File: src/sv/sv39ptw_pkg.sv
// Shared types and constants for the Sv39 page table walker.
package sv39ptw_pkg;

   localparam int VaW      = 39;
   localparam int PteW     = 64;
   localparam int PpnW     = 44;
   localparam int AddrW    = 56;
   localparam int VpnW     = 9;
   localparam int OffW     = 12;
   localparam int ModeW    = 4;
   localparam int CsrIdxW  = 1;
   localparam int CsrDataW = PpnW;
   localparam int ReqDataW = 104;
   localparam int RspDataW = 64;

   localparam logic [ModeW-1:0] ModeSv39 = 4'd8;

   localparam logic KindTranslate = 1'b0;
   localparam logic KindResponse  = 1'b1;
   localparam logic ResultRead    = 1'b0;
   localparam logic ResultDone    = 1'b1;

   localparam logic [CsrIdxW-1:0] CsrRootPage = 1'd0;
   localparam logic [CsrIdxW-1:0] CsrMode     = 1'd1;

   typedef enum logic [1:0] {
      ST_OK       = 2'd0,
      ST_INVALID  = 2'd1,
      ST_BAD_MODE = 2'd2
   } status_type;

   typedef struct packed {
      logic                   kind;
      logic [AddrW-1:0]       address;
      status_type             status;
   } rsp_type;

endpackage

File: src/sv/sv39_page_table_walker_core.sv
// Sv39 page table walker: request/response sequencing with a registered result and skid stage.
//
//  channel | direction | handshake          | payload
//  req     | in        | req_tvalid/tready  | tuser = kind, tdata = virtual_address, read_data
//  rsp     | out       | rsp_tvalid/tready  | tuser = result_kind, tdata = address, status
//  csr     | in        | csr_we             | csr_addr = register index, csr_wdata = value
//
// Results are registered (output or skid register); one item per cycle while req_tready is high.
// The walk state is updated in the same cycle an item is accepted, so items may follow
// back to back. A skid register absorbs one result when rsp stalls; req_tready is low only
// while the skid register is full. Reset is synchronous; it clears control state and sets mode to Sv39.
module sv39_page_table_walker_core (
   input  logic                               clock,
   input  logic                               reset,
   input  logic                               req_tvalid,
   output logic                               req_tready,
   input  logic                               req_tuser,   // kind
   input  logic [sv39ptw_pkg::ReqDataW-1:0]   req_tdata,   // virtual_address[38:0], read_data[102:39]
   output logic                               rsp_tvalid,
   input  logic                               rsp_tready,
   output logic                               rsp_tuser,   // result_kind
   output logic [sv39ptw_pkg::RspDataW-1:0]   rsp_tdata,   // address[55:0], status[57:56]
   input  logic                               csr_we,
   input  logic [sv39ptw_pkg::CsrIdxW-1:0]    csr_addr,
   input  logic [sv39ptw_pkg::CsrDataW-1:0]   csr_wdata
);
   import sv39ptw_pkg::*;

   logic [PpnW-1:0]  root_ppn_ff;
   logic [ModeW-1:0] mode_ff;
   logic             busy_ff, busy_in;
   logic [1:0]       level_ff, level_in;
   logic [VaW-1:0]   held_va_ff, held_va_in;

   rsp_type          out_ff, skid_ff, new_rsp;
   logic             out_valid_ff, skid_valid_ff;
   logic             push, pop, has_result;

   logic [VaW-1:0]   req_va;
   logic [PteW-1:0]  req_pte;
   logic [PpnW-1:0]  pte_ppn;
   logic [1:0]       next_level;
   logic [VpnW-1:0]  vpn_sel;

   assign req_va  = req_tdata[VaW-1:0];
   assign req_pte = req_tdata[VaW+PteW-1:VaW];
   assign pte_ppn = req_pte[10+PpnW-1:10];

   assign req_tready = !skid_valid_ff;
   assign pop        = out_valid_ff && rsp_tready;

   always_ff @(posedge clock) begin
      if (reset) begin
         root_ppn_ff <= '0;
         mode_ff     <= ModeSv39;
      end else if (csr_we) begin
         unique case (csr_addr)
            CsrRootPage: root_ppn_ff <= csr_wdata;
            CsrMode:     mode_ff     <= csr_wdata[ModeW-1:0];
            default:     ;
         endcase
      end
   end

   // Page number for the level being read next: VPN2, VPN1, VPN0.
   assign next_level = level_ff + 2'd1;
   always_comb begin
      unique case (next_level)
         2'd1:    vpn_sel = held_va_ff[29:21];
         2'd2:    vpn_sel = held_va_ff[20:12];
         default: vpn_sel = held_va_ff[38:30];
      endcase
   end

   always_comb begin
      busy_in    = busy_ff;
      level_in   = level_ff;
      held_va_in = held_va_ff;
      has_result = 1'b0;
      new_rsp    = '{kind: ResultRead, address: '0, status: ST_OK};
      if (req_tvalid && req_tready) begin
         if (req_tuser == KindTranslate) begin
            if (!busy_ff) begin
               has_result = 1'b1;
               if (mode_ff != ModeSv39) begin
                  new_rsp = '{kind: ResultDone, address: '0, status: ST_BAD_MODE};
               end else begin
                  held_va_in = req_va;
                  level_in   = 2'd0;
                  busy_in    = 1'b1;
                  new_rsp    = '{kind: ResultRead,
                                 address: {root_ppn_ff, req_va[38:30], 3'b000},
                                 status: ST_OK};
               end
            end
         end else if (busy_ff) begin
            has_result = 1'b1;
            if (!req_pte[0]) begin
               busy_in  = 1'b0;
               level_in = 2'd0;
               new_rsp  = '{kind: ResultDone, address: '0, status: ST_INVALID};
            end else if (level_ff < 2'd2) begin
               level_in = next_level;
               new_rsp  = '{kind: ResultRead, address: {pte_ppn, vpn_sel, 3'b000},
                            status: ST_OK};
            end else begin
               busy_in  = 1'b0;
               level_in = 2'd0;
               new_rsp  = '{kind: ResultDone, address: {pte_ppn, held_va_ff[OffW-1:0]},
                            status: ST_OK};
            end
         end
      end
   end

   assign push = has_result;

   always_ff @(posedge clock) begin
      if (reset) begin
         busy_ff       <= 1'b0;
         level_ff      <= 2'd0;
         held_va_ff    <= '0;
         out_valid_ff  <= 1'b0;
         skid_valid_ff <= 1'b0;
      end else begin
         busy_ff    <= busy_in;
         level_ff   <= level_in;
         held_va_ff <= held_va_in;
         if (skid_valid_ff) begin
            if (pop) begin
               out_ff        <= skid_ff;
               skid_valid_ff <= 1'b0;
            end
         end else if (push) begin
            if (!out_valid_ff || pop) begin
               out_ff       <= new_rsp;
               out_valid_ff <= 1'b1;
            end else begin
               skid_ff       <= new_rsp;
               skid_valid_ff <= 1'b1;
            end
         end else if (pop) begin
            out_valid_ff <= 1'b0;
         end
      end
   end

   assign rsp_tvalid = out_valid_ff;
   assign rsp_tuser  = out_ff.kind;
   assign rsp_tdata  = {{(RspDataW-AddrW-2){1'b0}}, out_ff.status, out_ff.address};

   // A full skid register always sits behind a full output register.
   a_skid_behind_out: assert property (@(posedge clock) disable iff (reset)
      skid_valid_ff |-> out_valid_ff)
      else $error("skid register full while output register empty");

   a_idle_level_zero: assert property (@(posedge clock) disable iff (reset)
      !busy_ff |-> level_ff == 2'd0)
      else $error("walk level nonzero while idle");

   a_level_range: assert property (@(posedge clock) disable iff (reset)
      level_ff != 2'd3)
      else $error("walk level out of range");

   a_fault_is_done: assert property (@(posedge clock) disable iff (reset)
      out_valid_ff && out_ff.status != ST_OK |-> out_ff.kind == ResultDone && out_ff.address == '0)
      else $error("fault result is not a zero-address finished result");

   a_read_while_busy: assert property (@(posedge clock) disable iff (reset)
      push && new_rsp.kind == ResultRead |=> busy_ff)
      else $error("table read issued without an active walk");

endmodule
File: config.mk
export PLATFORM = sky130hd
export DESIGN_NAME = sv39_page_table_walker_core
export DESIGN_NICKNAME = d
export VERILOG_FILES = /design/src/sv/sv39ptw_pkg.sv /design/src/sv/sv39_page_table_walker_core.sv
export SDC_FILE = /design/constraint.sdc
export NUM_CORES = 1
export LEC_CHECK = 0
export ABC_AREA = 1
export BUFFER_PORTS_ARGS = -buffer_cell sky130_fd_sc_hd__buf_4
export CORE_MARGIN = 2
export CORE_UTILIZATION = 48
export DETAILED_ROUTE_END_ITERATION = 6
export PLACE_DENSITY = 0.85
export SYNTH_ARGS = -nofsm -noshare
export SYNTH_HDL_FRONTEND = slang
export SYNTH_SLANG_ARGS = --single-unit
File: constraint.sdc
create_clock -name clock -period 6.25 [get_ports clock]
set_input_delay 0.9375 -clock clock [delete_from_list [all_inputs] [get_ports clock]]
set_output_delay 0.9375 -clock clock [all_outputs]
set_load 0.02 [all_outputs]
==> flow_summary.json <==
{
  "yosysWarnings": 0,
  "status": "complete, no violations",
  "rsz0062_at_grt": "no",
  "powerDensity_nw_per_um2": 279,
  "design.core.area_um2": 17800,
  "nets": 1353,
  "tightest_slew_ns": 1.14,
  "crit_arrival_ns": 3.58,
  "max-cap-violations": 0,
  "worstSkewPairLatency_ns": 0.50,
  "fin_ws_ns": 2.80,
  "syn_inst": 1026,
  "yosys-top-cells-count": "nand2_1 (390), nor2_1 (164), edfxtp_1 (118)",
  "cts_max_path_buffers": 3,
  "fin_util_pct": 60.8,
  "synth_ff_type": "edfxtp_1",
  "total_power_mw": 3.03,
  "ant_nets": 0,
  "syn-cell-area_um2": 8660,
  "die_width_um": 138,
  "synth_cell_types": 27,
  "drt-pass1-iter-count": 5,
  "hold_class": "reg -> reg",
  "die-area_um2": 19100,
  "fillCellCount": 1520,
  "clock_skew_ns": 0.0152,
  "cts_resized": 0,
  "async_flop_share_pct": 0,
  "instances_no_fill": 1443,
  "post_drt_wl_per_cell_um": 15.1,
  "yosys.area.top_type": "edfxtp_1",
  "num_rows": 49,
  "vias": 7259,
  "antenna_found_initial": 1,
  "grt_first_pass_wirelength_mm": 34.6,
  "cts_tree": "done",
  "grt_usage_pct": 22.1,
  "ctsHoldBuffers": 0,
  "yosysMostFrequentCell": "nand2_1",
  "grt_overflow": 0,
  "period_minus_slack_ns": 3.45,
  "post_cts_buffers": 0,
  "synthTopCellsByArea": "edfxtp_1 (41%), dfxtp_1 (19%), nand2_1 (17%)",
  "worst_setup_path_end_kind": "register",
  "port_buffers": 195,
  "intPower_mw": 2.27,
  "numCtsBuffers": 22,
  "slew-limit-headroom_pct": 23.9,
  "fin_tns_setup_ns": 0,
  "die_h_um": 138,
  "place_area_um2": 10200,
  "grt_pass1_vias": 6973,
  "place_ws_ns": 2.26,
  "placed_cells": 1402,
  "cts.sinks": 201,
  "drcViolationCount": 0,
  "power.switching_mw": 0.756,
  "synth_edf_count": 118,
  "setup_viol": 0,
  "avgSynthCellArea_um2": 8.44,
  "finalCritPeriodShare_pct": 55.2,
  "netlist.area_leader.share_pct": 40.9,
  "finalWeightedCongestion": 0.858,
  "start_util_pct": 48.5,
  "pwr-share-clk_pct": 39.7,
  "cp_max_fo": 49,
  "seqPwrFrac_pct": 49.1,
  "maxSlewViolCount": 0,
  "power_leakage_nw": 5.20,
  "grt_max_degree": 62,
  "regArea_um2": 5210,
  "final_cell_area_um2": 10900,
  "postSynthRegisterBits": 201,
  "critPathRequiredTime_ns": 6.37,
  "drtIter0Drc": 662,
  "startpoint_type": "input pin",
  "clkSlewWorstSetupHoldPaths_ns": 0.06,
  "cts_htree_levels": 1,
  "critPathKind": "in -> reg",
  "dp_hpwl_mm": 13.9,
  "synth-seq-area-share_pct": 60.1,
  "switching_share_pct": 25.0,
  "vdd_drop_max_mv": 0.191,
  "cts-root-buf": "clkbuf_16",
  "drive_gt1_share_pct": 21.9,
  "multi_input_area_um2": 2910,
  "pwr-share-comb_pct": 11.2,
  "fmax_mhz": 290,
  "viasPerCell": 5.03,
  "syn_to_final_growth_pct": 25.4,
  "hold_slack_ns": 0.464,
  "io_pins": 222,
  "hold_viol": 0,
  "drt_wl_total_mm": 21.7
}
==> placed cells by master (no fill, tap or decap), drive strengths merged <==
cell	synthesis	layout
nor3	2	2
o21ai	86	86
diode	0	1
nand2	393	393
clkinv	2	8
buf	31	201
ha	1	1
a21oi	9	9
clkbuf	28	30
nand3	26	26
edfxtp	118	118
inv	68	70
nor2	170	170
dfxtp	83	83
conb	1	6
nand4	8	8
clkinvlp	0	2
==> flip-flops by register name, summed over array words and instances (netlist names) <==
name,flops
rsp_tvalid,1
busy_ff,1
skid_ff,59
held_va_ff,30
rsp_tuser,1
skid_valid_ff,1
level_ff,2
mode_ff,4
root_ppn_ff,44
rsp_tdata,58
==> metal layers <==
layer	track usage, %	part of all wire [%]
met5	0	0
met4	8.11	3.1
met3	2.94	7.5
met2	36.8	48
met1	29.8	41
==> critical path, cell delays in order <==
cell and delay [ns]:
buf_4 0.14, inv_2 0.64, ha_1 0.26, inv_1 0.04, nor2_1 0.17, nand3_1 0.17, nor2_4 0.61, buf_4 0.57
==> worst paths after layout <==
| check | start | endpoint | slack, ns | depth (start not counted) |
|---|---|---|---|---|
| max | req_tuser | skid_ff[1]$_DFFE_PP_ | 2.80 | 8 |
| max reg2reg | busy_ff$_SDFFE_PP0P_ | skid_ff[1]$_DFFE_PP_ | 3.59 | 6 |
| min reg2reg | mode_ff[0]$_SDFFE_PP0P_ | mode_ff[0]$_SDFFE_PP0P_ | 0.46 | 2 |
| min | mode_ff[0]$_SDFFE_PP0P_ | mode_ff[0]$_SDFFE_PP0P_ | 0.46 | 2 |
==> final cells by class <==
class	count	area share, %
clock inverter	10	0.634
inverter	70	2.49
multi-input combinational	701	26.8
sequential	201	48.0
clock buffer	30	5.53
tap	229	2.64
antenna	1	0.0231
timing repair buffer	201	13.9
==> power by group through the flow <==
stage                     Clock, mW  Sequential (mW)  Combinational [mW]
after global placement            0             1.51               0.330
after floorplan                   0             1.53               0.181
after global routing           1.27             1.49               0.377
after detailed placement          0             1.51               0.338
final                          1.20             1.49               0.340
after CTS                      1.21             1.49               0.340
==> logic make-up (layout without fill, tap and decap cells) <==
| family | count (synthesis) | count (layout) | synth area share [%] |
|---|---|---|---|
| compound gates | 95 | 95 | 5.49 |
| simple gates | 599 | 599 | 27.5 |
| buf+inv | 129 | 311 | 6.74 |
| other cells | 1 | 7 | 0.0433 |
| fa+ha+maj | 1 | 1 | 0.145 |
| flops | 201 | 201 | 60.1 |
No activity file was read; power rests on OpenSTA's default activity.
